--- src/rtl/dssf_pkg.sv ---
// ----------------------------------------------------------------------------
// dssf_pkg
// Shared types, sizes and the segment table of the decimal seven-segment
// formatter.
// ----------------------------------------------------------------------------
`default_nettype none

package dssf_pkg;

   localparam int VALUE_BITS     = 32;
   localparam int DIGIT_SLOTS    = 24;
   // decimal digits of the largest positive value: floor(bits * log10 2) + 1
   localparam int DIGIT_CELLS    = (VALUE_BITS * 302) / 1000 + 1;
   localparam int RUN_CAP        = DIGIT_SLOTS - 1;
   // digit counts, positions and padding all stay below 32
   localparam int CNT_BITS       = 5;
   localparam int BIT_CNT_BITS   = $clog2(VALUE_BITS);
   localparam int REQ_DATA_BITS  = ((VALUE_BITS + 9 + 7) / 8) * 8;
   localparam int RSP_DATA_BITS  = 8;

   localparam logic [4:0] MAX_MIN_DIGITS = 5'd16;
   localparam logic [7:0] POINT_BIT      = 8'h80;

   localparam logic [1:0] OP_INT   = 2'd0;
   localparam logic [1:0] OP_FIXED = 2'd1;
   localparam logic [1:0] OP_RAW   = 2'd2;

   typedef enum logic [1:0] {
      ST_IDLE,
      ST_CONVERT,
      ST_COUNT,
      ST_EMIT
   } state_type;

   typedef struct packed {
      logic clear;
      logic shift;
   } cell_ctrl_type;

   function automatic logic [6:0] seg_of(input logic [3:0] digit);
      logic [6:0] seg;
      unique case (digit)
         4'd0:    seg = 7'h3F;
         4'd1:    seg = 7'h06;
         4'd2:    seg = 7'h5B;
         4'd3:    seg = 7'h4F;
         4'd4:    seg = 7'h66;
         4'd5:    seg = 7'h6D;
         4'd6:    seg = 7'h7D;
         4'd7:    seg = 7'h07;
         4'd8:    seg = 7'h7F;
         4'd9:    seg = 7'h6F;
         default: seg = 7'h00;
      endcase
      return seg;
   endfunction

endpackage

`default_nettype wire

--- src/rtl/decimal_seven_segment_formatter.sv ---
// ----------------------------------------------------------------------------
// decimal_seven_segment_formatter
// Turns a number into a run of seven-segment bytes, most significant first.
// ----------------------------------------------------------------------------
// One request at a time. A digit request is loaded, shifted bit by bit through
// the BCD cell chain (VALUE_BITS bits, 32), sized, and then emitted one byte
// per accepted beat, with up to 23 bytes in the run. A raw request sends a single
// byte; a request with no bytes (negative value with no padding, undefined
// op) ends with no response. The conversion is a bit-serial shift through
// the digit cells.
`default_nettype none

module decimal_seven_segment_formatter (
   input  wire                                 clock,
   input  wire                                 reset,
   input  wire                                 req_tvalid,
   output logic                                req_tready,
   // value, decimal_places, min_digits, shown, zero fill
   input  wire [dssf_pkg::REQ_DATA_BITS-1:0]   req_tdata,
   // op
   input  wire [1:0]                           req_tuser,
   output logic                                rsp_tvalid,
   input  wire                                 rsp_tready,
   // segments
   output logic [dssf_pkg::RSP_DATA_BITS-1:0]  rsp_tdata,
   output logic                                rsp_tlast
);

   localparam int VB = dssf_pkg::VALUE_BITS;
   localparam int NC = dssf_pkg::DIGIT_CELLS;
   localparam int CB = dssf_pkg::CNT_BITS;
   localparam int BB = dssf_pkg::BIT_CNT_BITS;

   dssf_pkg::state_type state_ff, state_in;

   logic [VB-1:0] mag_ff,     mag_in;
   logic [BB-1:0] bit_cnt_ff, bit_cnt_in;
   logic [CB-1:0] pos_ff,     pos_in;
   logic [CB-1:0] pad_ff,     pad_in;
   logic [2:0]    dp_ff,      dp_in;
   logic [7:0]    raw_ff,     raw_in;
   logic          fixed_ff,   fixed_in;
   logic          is_raw_ff,  is_raw_in;
   logic          shown_ff,   shown_in;
   logic          nonneg_ff,  nonneg_in;

   logic                    accept;
   logic                    beat_out;
   dssf_pkg::cell_ctrl_type cell_ctrl;
   logic [NC:0]             carry;
   logic [3:0]              digits [NC];

   logic [VB-1:0] req_value;
   logic [2:0]    req_dp;
   logic [4:0]    req_mind;
   logic          req_shown;
   logic [4:0]    mind_c;

   logic [CB-1:0] hi;
   logic [CB-1:0] ndig;
   logic [CB-1:0] run_len;
   logic [3:0]    cur_digit;
   logic [6:0]    cur_seg;

   assign req_value = req_tdata[VB-1:0];
   assign req_dp    = req_tdata[VB+2:VB];
   assign req_mind  = req_tdata[VB+7:VB+3];
   assign req_shown = req_tdata[VB+8];

   assign accept   = req_tvalid && req_tready;
   assign beat_out = rsp_tvalid && rsp_tready;

   // digit chain
   assign cell_ctrl.clear = accept;
   assign cell_ctrl.shift = (state_ff == dssf_pkg::ST_CONVERT);
   assign carry[0]        = mag_ff[VB-1];

   for (genvar i = 0; i < NC; i++) begin : g_cell
      dssf_cell u_cell (
         .clock     (clock),
         .ctrl      (cell_ctrl),
         .carry_in  (carry[i]),
         .carry_out (carry[i+1]),
         .digit     (digits[i])
      );
   end

   // run sizing
   always_comb begin
      hi = '0;
      for (int i = 0; i < NC; i++) begin
         if (digits[i] != 4'd0) begin
            hi = CB'(i + 1);
         end
      end
      ndig = (hi == '0 && nonneg_ff) ? CB'(1) : hi;
      run_len = (ndig > pad_ff) ? ndig : pad_ff;
      if (run_len > CB'(dssf_pkg::RUN_CAP)) begin
         run_len = CB'(dssf_pkg::RUN_CAP);
      end
   end

   always_comb begin
      cur_digit = 4'd0;
      for (int i = 0; i < NC; i++) begin
         if (pos_ff == CB'(i)) begin
            cur_digit = digits[i];
         end
      end
      cur_seg = dssf_pkg::seg_of(cur_digit);
   end

   // next state
   always_comb begin
      state_in = state_ff;
      unique case (state_ff)
         dssf_pkg::ST_IDLE: begin
            if (accept) begin
               if (req_tuser == dssf_pkg::OP_RAW) begin
                  state_in = dssf_pkg::ST_EMIT;
               end else if (req_tuser == dssf_pkg::OP_INT ||
                            req_tuser == dssf_pkg::OP_FIXED) begin
                  state_in = dssf_pkg::ST_CONVERT;
               end
            end
         end
         dssf_pkg::ST_CONVERT: begin
            if (bit_cnt_ff == '0) begin
               state_in = dssf_pkg::ST_COUNT;
            end
         end
         dssf_pkg::ST_COUNT: begin
            state_in = (run_len == '0) ? dssf_pkg::ST_IDLE : dssf_pkg::ST_EMIT;
         end
         dssf_pkg::ST_EMIT: begin
            if (beat_out && rsp_tlast) begin
               state_in = dssf_pkg::ST_IDLE;
            end
         end
         default: state_in = dssf_pkg::ST_IDLE;
      endcase
   end

   // outputs
   always_comb begin
      req_tready = (state_ff == dssf_pkg::ST_IDLE);
      rsp_tvalid = (state_ff == dssf_pkg::ST_EMIT);
      rsp_tlast  = is_raw_ff || (pos_ff == '0);
      if (is_raw_ff) begin
         rsp_tdata = raw_ff;
      end else if (shown_ff) begin
         rsp_tdata = {1'b0, cur_seg};
         if (fixed_ff && pos_ff == CB'(dp_ff)) begin
            rsp_tdata = rsp_tdata | dssf_pkg::POINT_BIT;
         end
      end else begin
         rsp_tdata = '0;
      end
   end

   // datapath
   always_comb begin
      mag_in     = mag_ff;
      bit_cnt_in = bit_cnt_ff;
      pos_in     = pos_ff;
      pad_in     = pad_ff;
      dp_in      = dp_ff;
      raw_in     = raw_ff;
      fixed_in   = fixed_ff;
      is_raw_in  = is_raw_ff;
      shown_in   = shown_ff;
      nonneg_in  = nonneg_ff;
      mind_c     = (req_mind > dssf_pkg::MAX_MIN_DIGITS) ? dssf_pkg::MAX_MIN_DIGITS : req_mind;
      if (accept) begin
         nonneg_in  = !req_value[VB-1];
         mag_in     = req_value[VB-1] ? '0 : req_value;
         bit_cnt_in = BB'(VB - 1);
         dp_in      = req_dp;
         raw_in     = req_value[7:0];
         fixed_in   = (req_tuser == dssf_pkg::OP_FIXED);
         is_raw_in  = (req_tuser == dssf_pkg::OP_RAW);
         shown_in   = req_shown;
         pad_in     = (req_tuser == dssf_pkg::OP_FIXED) ? mind_c + {2'b00, req_dp}
                                                        : mind_c;
         pos_in     = '0;
      end
      if (state_ff == dssf_pkg::ST_CONVERT) begin
         mag_in     = {mag_ff[VB-2:0], 1'b0};
         bit_cnt_in = bit_cnt_ff - BB'(1);
      end
      if (state_ff == dssf_pkg::ST_COUNT) begin
         pos_in = run_len - CB'(1);
      end
      if (beat_out && !rsp_tlast) begin
         pos_in = pos_ff - CB'(1);
      end
   end

   always_ff @(posedge clock) begin
      if (reset) begin
         state_ff <= dssf_pkg::ST_IDLE;
      end else begin
         state_ff <= state_in;
      end
   end

   always_ff @(posedge clock) begin
      mag_ff     <= mag_in;
      bit_cnt_ff <= bit_cnt_in;
      pos_ff     <= pos_in;
      pad_ff     <= pad_in;
      dp_ff      <= dp_in;
      raw_ff     <= raw_in;
      fixed_ff   <= fixed_in;
      is_raw_ff  <= is_raw_in;
      shown_ff   <= shown_in;
      nonneg_ff  <= nonneg_in;
   end

   a_run_ends: assert property (@(posedge clock) disable iff (reset)
      beat_out && rsp_tlast |=> !rsp_tvalid && req_tready)
      else $error("run did not end after final beat");

   a_no_overlap: assert property (@(posedge clock) disable iff (reset)
      req_tready |-> !rsp_tvalid)
      else $error("request taken while a run is in flight");

   a_convert_done: assert property (@(posedge clock) disable iff (reset)
      state_ff == dssf_pkg::ST_CONVERT && bit_cnt_ff == '0
      |=> state_ff == dssf_pkg::ST_COUNT)
      else $error("conversion did not finish on the last bit");

   a_point_fixed: assert property (@(posedge clock) disable iff (reset)
      rsp_tvalid && rsp_tdata[7] |-> is_raw_ff || (fixed_ff && shown_ff))
      else $error("point bit outside fixed mode");

endmodule

`default_nettype wire

--- src/rtl/dssf_cell.sv ---
// ----------------------------------------------------------------------------
// dssf_cell
// One BCD digit of the shift-and-add-3 chain: corrects the digit, shifts in
// the bit from the lower neighbor and hands its top bit to the upper one.
// ----------------------------------------------------------------------------
`default_nettype none

module dssf_cell (
   input  wire                     clock,
   input  dssf_pkg::cell_ctrl_type ctrl,
   input  wire                     carry_in,
   output logic                    carry_out,
   output logic [3:0]              digit
);

   logic [3:0] digit_ff;
   logic [3:0] digit_in;
   logic [3:0] adjusted;

   always_comb begin
      adjusted  = (digit_ff >= 4'd5) ? digit_ff + 4'd3 : digit_ff;
      carry_out = adjusted[3];
      digit_in  = digit_ff;
      if (ctrl.clear) begin
         digit_in = 4'd0;
      end else if (ctrl.shift) begin
         digit_in = {adjusted[2:0], carry_in};
      end
   end

   always_ff @(posedge clock) begin
      digit_ff <= digit_in;
   end

   assign digit = digit_ff;

endmodule

`default_nettype wire
--- config.mk ---
export PLATFORM = sky130hd
export DESIGN_NAME = decimal_seven_segment_formatter
export DESIGN_NICKNAME = d
export VERILOG_FILES = /design/src/rtl/dssf_pkg.sv /design/src/rtl/decimal_seven_segment_formatter.sv /design/src/rtl/dssf_cell.sv
export SDC_FILE = /design/constraint.sdc
export NUM_CORES = 1
export LEC_CHECK = 0
export ABC_AREA = 0
export BUFFER_PORTS_ARGS = -buffer_cell sky130_fd_sc_hd__buf_2
export CORE_MARGIN = 2
export CORE_UTILIZATION = 59
export DETAILED_ROUTE_END_ITERATION = 6
export GPL_TIMING_DRIVEN = 0
export PLACE_DENSITY_LB_ADDON = 0.15
export SYNTH_ARGS = -nofsm -noshare
export SYNTH_HDL_FRONTEND = slang
export SYNTH_SLANG_ARGS = --single-unit
--- constraint.sdc ---
create_clock -name clock -period 4.7 [get_ports clock]
set_clock_uncertainty 0.15 [all_clocks]
set_input_delay 0.47 -clock clock [delete_from_list [all_inputs] [get_ports clock]]
set_output_delay 0.47 -clock clock [all_outputs]
set_load 0.05 [all_outputs]
# After elaboration in Yosys (flattened, before gate mapping)

Memory sizes are Yosys's and may differ from the RTL's.
Index checks and enable logic that the tools add are counted.

Bits in read-only memories: 112
Register bits: 104
Output and inout port bits: 11
Logic and storage cells: 151
Input bits: 54
Memories kept: 1

Memories:

| memory           | words | width | rd ports | clocked after Yosys merged registers in | write ports | RTL line       | RTL |
|---|---|---|---|---|---|---|---|
| (name not given) | 16    | 7     | 1        | 0                                       | 0           | dssf_pkg.sv:42 | `unique case (digit)` |

Mux-type cells: 53
$add $sub $neg: 14
Magnitude comparators: 13
Reductions and logical operators: 29
Equality and inequality tests: 19

Operator list:

| kind                                                  | number |
|---|---|
| 2-to-1 mux 5 bit                                      | 18 |
| 2-to-1 mux 4 bit                                      | 19 |
| 2-to-1 mux 32 bit                                     | 2 |
| >= comparator 4 x 3 -> 1 bit, second input constant   | 10 |
| nonzero test 4 bit                                    | 10 |
| adder 4 x 2 -> 4 bit, second input constant           | 9 |
| 2-to-1 mux 31 bit                                     | 1 |
| 2-to-1 mux 8 bit                                      | 3 |
| == test 5 x 3 -> 1 bit, second input constant         | 4 |
| zero test 5 bit                                       | 4 |
| subtractor 5 x 1 -> 5 bit, second input constant      | 3 |
| 2-to-1 mux 2 bit                                      | 7 |
| == test 5 x 2 -> 1 bit, second input constant         | 2 |
| == test 5 x 4 -> 1 bit, second input constant         | 2 |
| > comparator 5 bit, second input constant             | 2 |
| one-hot mux 2 bit (4 select lines)                    | 1 |
| == test 2 bit, second input constant                  | 3 |
| logical AND 1 bit                                     | 6 |
| inequality test 2 x 1 -> 1 bit, second input constant | 3 |
| adder 5 x 3 -> 5 bit                                  | 1 |
| == test 5 x 1 -> 1 bit, second input constant         | 1 |
| == test 5 x 3 -> 1 bit                                | 1 |
| > comparator 5 bit                                    | 1 |
| == test 2 x 1 -> 1 bit, second input constant         | 2 |
| other kinds (10)                                      | 13 |

# Logic depth before layout (Yosys ltp)

Depth in word-level cells: 21
Gate-level depth with buffers: 18
Mapped depth without buffers: 18

# Modules after synthesis

From an unflattened synthesis, not the netlist that was laid out.

Cells, all modules: 703
Area total of the unflattened synthesis: 6676.4 sq um

Modules (own cells, without submodules):

| module                          | area each (sq um) | instances | seq. area each (sq um) | cells an instance |
|---|---|---|---|---|
| decimal_seven_segment_formatter | 4073.9            | 1         | 1891.8                 | 393 |
| dssf_cell                       | 260.2             | 10        | 80.1                   | 31 |

# Worst setup path after synthesis

OpenSTA, ideal clock, no wires.

Path type: register to output
Start point: reg pos_ff[0]
End point: out rsp_tdata[4] in the netlist's numbering
Path slack: 0.468 ns
Path buffers: 1
Arrival time: 3.612 ns
Cell stages (with the launch flop): 13
Required time: 4.080 ns
Cell sequence: edfxtp_1 -> inv_1 -> ha_1 -> clkbuf_1 -> nand2_1 -> o21ai_0 -> a32oi_1 -> o22a_1 -> o31ai_1 -> ha_1 -> inv_1 -> a2bb2oi_1 -> o21ai_0

Word-level cells in the longest chain between the ends: 15
Elaborated cells on any way between the ends: 24
Classes of those cells: eq/ne: 9; mux: 13; reduce/logical: 1; memory: 1

RTL lines:

| what                          | RTL line                               | RTL |
|---|---|---|
| start: declaration            | decimal_seven_segment_formatter.sv:38  | `logic [CB-1:0] pos_ff, pos_in;` |
| start signal: assignment      | decimal_seven_segment_formatter.sv:210 | `pos_ff <= pos_in;` |
| zero test 5 bit               | decimal_seven_segment_formatter.sv:106 | `if (pos_ff == CB'(i)) begin` |
| 2-to-1 mux 4 bit (9 in a row) | decimal_seven_segment_formatter.sv:106 |  |
| 2-to-1 mux 4 bit *            | decimal_seven_segment_formatter.sv:106 |  |
| memory (16 x 7 bit) *         | n/a                                    |  |
| 2-to-1 mux 8 bit *            | decimal_seven_segment_formatter.sv:153 | `if (fixed_ff && pos_ff == CB'(dp_ff)) begin` |
| 2-to-1 mux 8 bit *            | decimal_seven_segment_formatter.sv:151 | `end else if (shown_ff) begin` |
| 2-to-1 mux 8 bit *            | decimal_seven_segment_formatter.sv:149 | `if (is_raw_ff) begin` |
| end: declaration              | decimal_seven_segment_formatter.sv:25  | `output logic [dssf_pkg::RSP_DATA_BITS-1:0] rsp_tdata,` |

Mark *: on every way between the ends. The rest lies on a longest branch, timed or not.

# Worst setup path after layout

Start point: reg pos_ff[0]
End point: out rsp_tdata[0] in the netlist's numbering

Same word-level chain as after synthesis.

==> flow_metrics.tcl <==
set metrics [dict create \
    outcome "finished, final reports clean" \
    antenna_found_initial 0 \
    wl_microns 14470 \
    final_cells 853 \
    fin_tns_setup_ns 0 \
    ys_types 55 \
    gp_congestion 0.9700 \
    core.rowCount 37 \
    synth_edf_count 61 \
    setup.worst_path.end_class "primary output" \
    hp-class "input port to register" \
    start_kind "register" \
    fmax_mhz 223.9 \
    firstDrtPassIters 5 \
    dp.cells 838 \
    coreArea_sq_um 10180 \
    cts_root_buffer "clkbuf_8" \
    synth_fp_nets 742 \
    final_common_cell "edfxtp_1" \
    wl_per_cell_microns 16.97 \
    slew_headroom 0.3319 \
    drv_cap 0 \
    worstPathRequired_ns 4.08 \
    grt_overflow 0 \
    layout.nets 810 \
    ctsHoldBuffers 0 \
    hold_viol 0 \
    post-cts-setup-buffer-count 0 \
    p_comb_frac 0.219 \
    grt_pass1_vias 4854 \
    netlist_instances 644 \
    rrSetupSlack_ns 0.31 \
    clkSinkCount 104 \
    min_period_ns 4.467 \
    fin_area_sq_um 6820 \
    power.density_nw_per_um2 319.6 \
    num_vias 5125 \
    power.leakage_nw 2.708 \
    ctsHtreeMaxLevel 3 \
    place_ws_ns 0.1542 \
    grt_max_degree 30 \
    finalSetupViolCount 0 \
    synthArstFlopShare 0 \
    critical_path_class "register to primary output" \
    synth_area_sq_um 6102 \
    clockBufferDepth 2 \
    die_height_microns 105.7 \
    io_buffers 57 \
    hpwl_microns 10520 \
    cts_tree "yes" \
    p_clk_frac 0.280 \
    synth_seq_cells 104 \
    yosysWarnings 0 \
    worst_pin_slew_ns 0.9945 \
    synth.avg_cell_area_sq_um 9.475 \
    final_max_slew_viol_count 0 \
    fin_ws_ns 0.2329 \
    yosys_most_used_dff "edfxtp_1" \
    diodes 0 \
    cp_data_arrival_time_ns 3.85 \
    die_x_microns 105.7 \
    layout_common_cells "edfxtp_1 (61), buf_2 (57), a21oi_1 (52)" \
    dieArea_sq_um 11170 \
    clk_pin_slew_worst_paths_ns 0.11 \
    grt_usage 0.2685 \
    start_util 0.5991 \
    drcViolationCount 0 \
    p_sw_w 0.0006768 \
    antenna_left 0 \
    grt_pass1_wl_microns 23570 \
    irDropWorstVdd_v 0.0002872 \
    detail_route.vias_per_cell 6.008 \
    drtIter0Drc 431 \
    period_share 0.9505 \
    p_sw_frac 0.3105 \
    p_int_w 0.001503 \
    insertion_delay_ns 0.39 \
    cp_max_fo 9 \
    dpl_cell_area_sq_um 6586 \
    seq_area_frac_synth 0.4413 \
    seq_power_share 0.501 \
    io_pins 65 \
    cts_buffers 9 \
    syn_to_final_growth_pct 11.77 \
    drive_gt1_frac 0.1241 \
]
==> per-layer routing <==
layer | wire, microns | vias to the layer above | track usage
li1 | - | 2484 | -
met2 | 7012 | 184 | 0.4327
met1 | 6197 | 2430 | 0.3532
met4 | 349 | 0 | 0.1447
met3 | 912 | 27 | 0.03340
met5 | 0 | - | 0
==> through the flow <==
stage | hold slack (ns) | utilization | total power [W]
global placement | 0.2729 | 0.6439 | 0.001558
floorplan | 0.2676 | - | 0.001432
detailed placement | 0.3113 | 0.6467 | 0.001581
global route | 0.09208 | 0.6697 | 0.002271
CTS | 0.08704 | 0.6682 | 0.002183
finish | 0.09127 | 0.6697 | 0.002180
==> power groups by stage <==
stage | registers (W) | logic [W] | clock network [W]
after floorplan | 0.00110 | 0.000333 | 0
after global placement | 0.00111 | 0.000447 | 0
after detailed placement | 0.00111 | 0.000469 | 0
after CTS | 0.00109 | 0.000473 | 0.000618
after global routing | 0.00110 | 0.000525 | 0.000646
final | 0.00109 | 0.000478 | 0.000610
==> flip-flops by register name, summed over array words and instances, names as in the netlist <==
| name | cells |
|---|---|
| mag_ff | 32 |
| shown_ff | 1 |
| g_cell.u_cell.digit | 40 |
| state_ff | 2 |
| bit_cnt_ff | 5 |
| raw_ff | 8 |
| is_raw_ff | 1 |
| nonneg_ff | 1 |
| pos_ff | 5 |
| pad_ff | 5 |
| dp_ff | 3 |
| fixed_ff | 1 |
==> final cells by class <==
| type | instances | area [sq um] |
|---|---|---|
| Fill cell | 837 | 3364 |
| Multi-Input combinational cell | 464 | 3144 |
| Sequential cell | 104 | 2693 |
| Timing Repair Buffer | 58 | 312.8 |
| Tap cell | 136 | 170.2 |
| Inverter | 43 | 161.4 |
| Clock buffer | 11 | 152.6 |
| Buffer | 32 | 125.1 |
| Clock inverter | 5 | 61.31 |
==> cell usage after synthesis (3+ instances only) <==
cell type,number,share of area
a21oi_1,52,0.043
a221oi_1,4,0.0057
a22o_1,31,0.044
a32o_1,3,0.0049
clkbuf_1,31,0.019
dfxtp_1,43,0.14
edfxtp_1,61,0.30
ha_1,43,0.088
inv_1,43,0.026
mux2_2,3,0.0055
nand2_1,38,0.023
nand2b_1,19,0.019
nand3_1,48,0.039
nand3b_1,4,0.0049
nor2_1,37,0.023
nor2b_1,14,0.014
nor3_1,6,0.0049
nor3b_1,8,0.0098
o211ai_1,7,0.0086
o21ai_0,51,0.042
o22ai_1,8,0.0082
o31ai_1,12,0.015
o41ai_1,3,0.0043
or3b_1,3,0.0043
xnor2_1,18,0.026
xor2_1,14,0.020
==> kinds of logic after synthesis <==
group	share of synthesized area
compound gates	0.2032
mux	0.008817
flops	0.4413
simple gates	0.1626
fa+ha+maj	0.09145
xor+xnor	0.04593
buf+inv	0.04675
==> worst paths after layout <==
check / end / cells past startpoint / from
worst max-delay path: rsp_tdata[0] / 8 / pos_ff[0]
worst min-delay path: shown_ff / 1 / req_tdata[40]
worst max register to register: pos_ff[4] / 15 / g_cell[5].u_cell.digit[0]
worst min register to register: g_cell[0].u_cell.digit[0] / 2 / mag_ff[31]
==> worst max-delay path, cell delays in order, from the launching register on <==
cell	delay, ns
edfxtp_1	0.52
ha_1	0.30
nor4_1	0.53
a32o_1	0.28
a2111oi_0	0.13
nor3_1	0.84
nand4b_1	0.35
o211ai_1	0.21
buf_2	0.30
==> what timing repair did <==
item / CTS / global route
endpoints found under the setup margin: 4 / 6
hold endpoints to repair: 0 / 0
resized for setup: 1 / 9
Note: power is estimated with default switching activity, not from simulation.
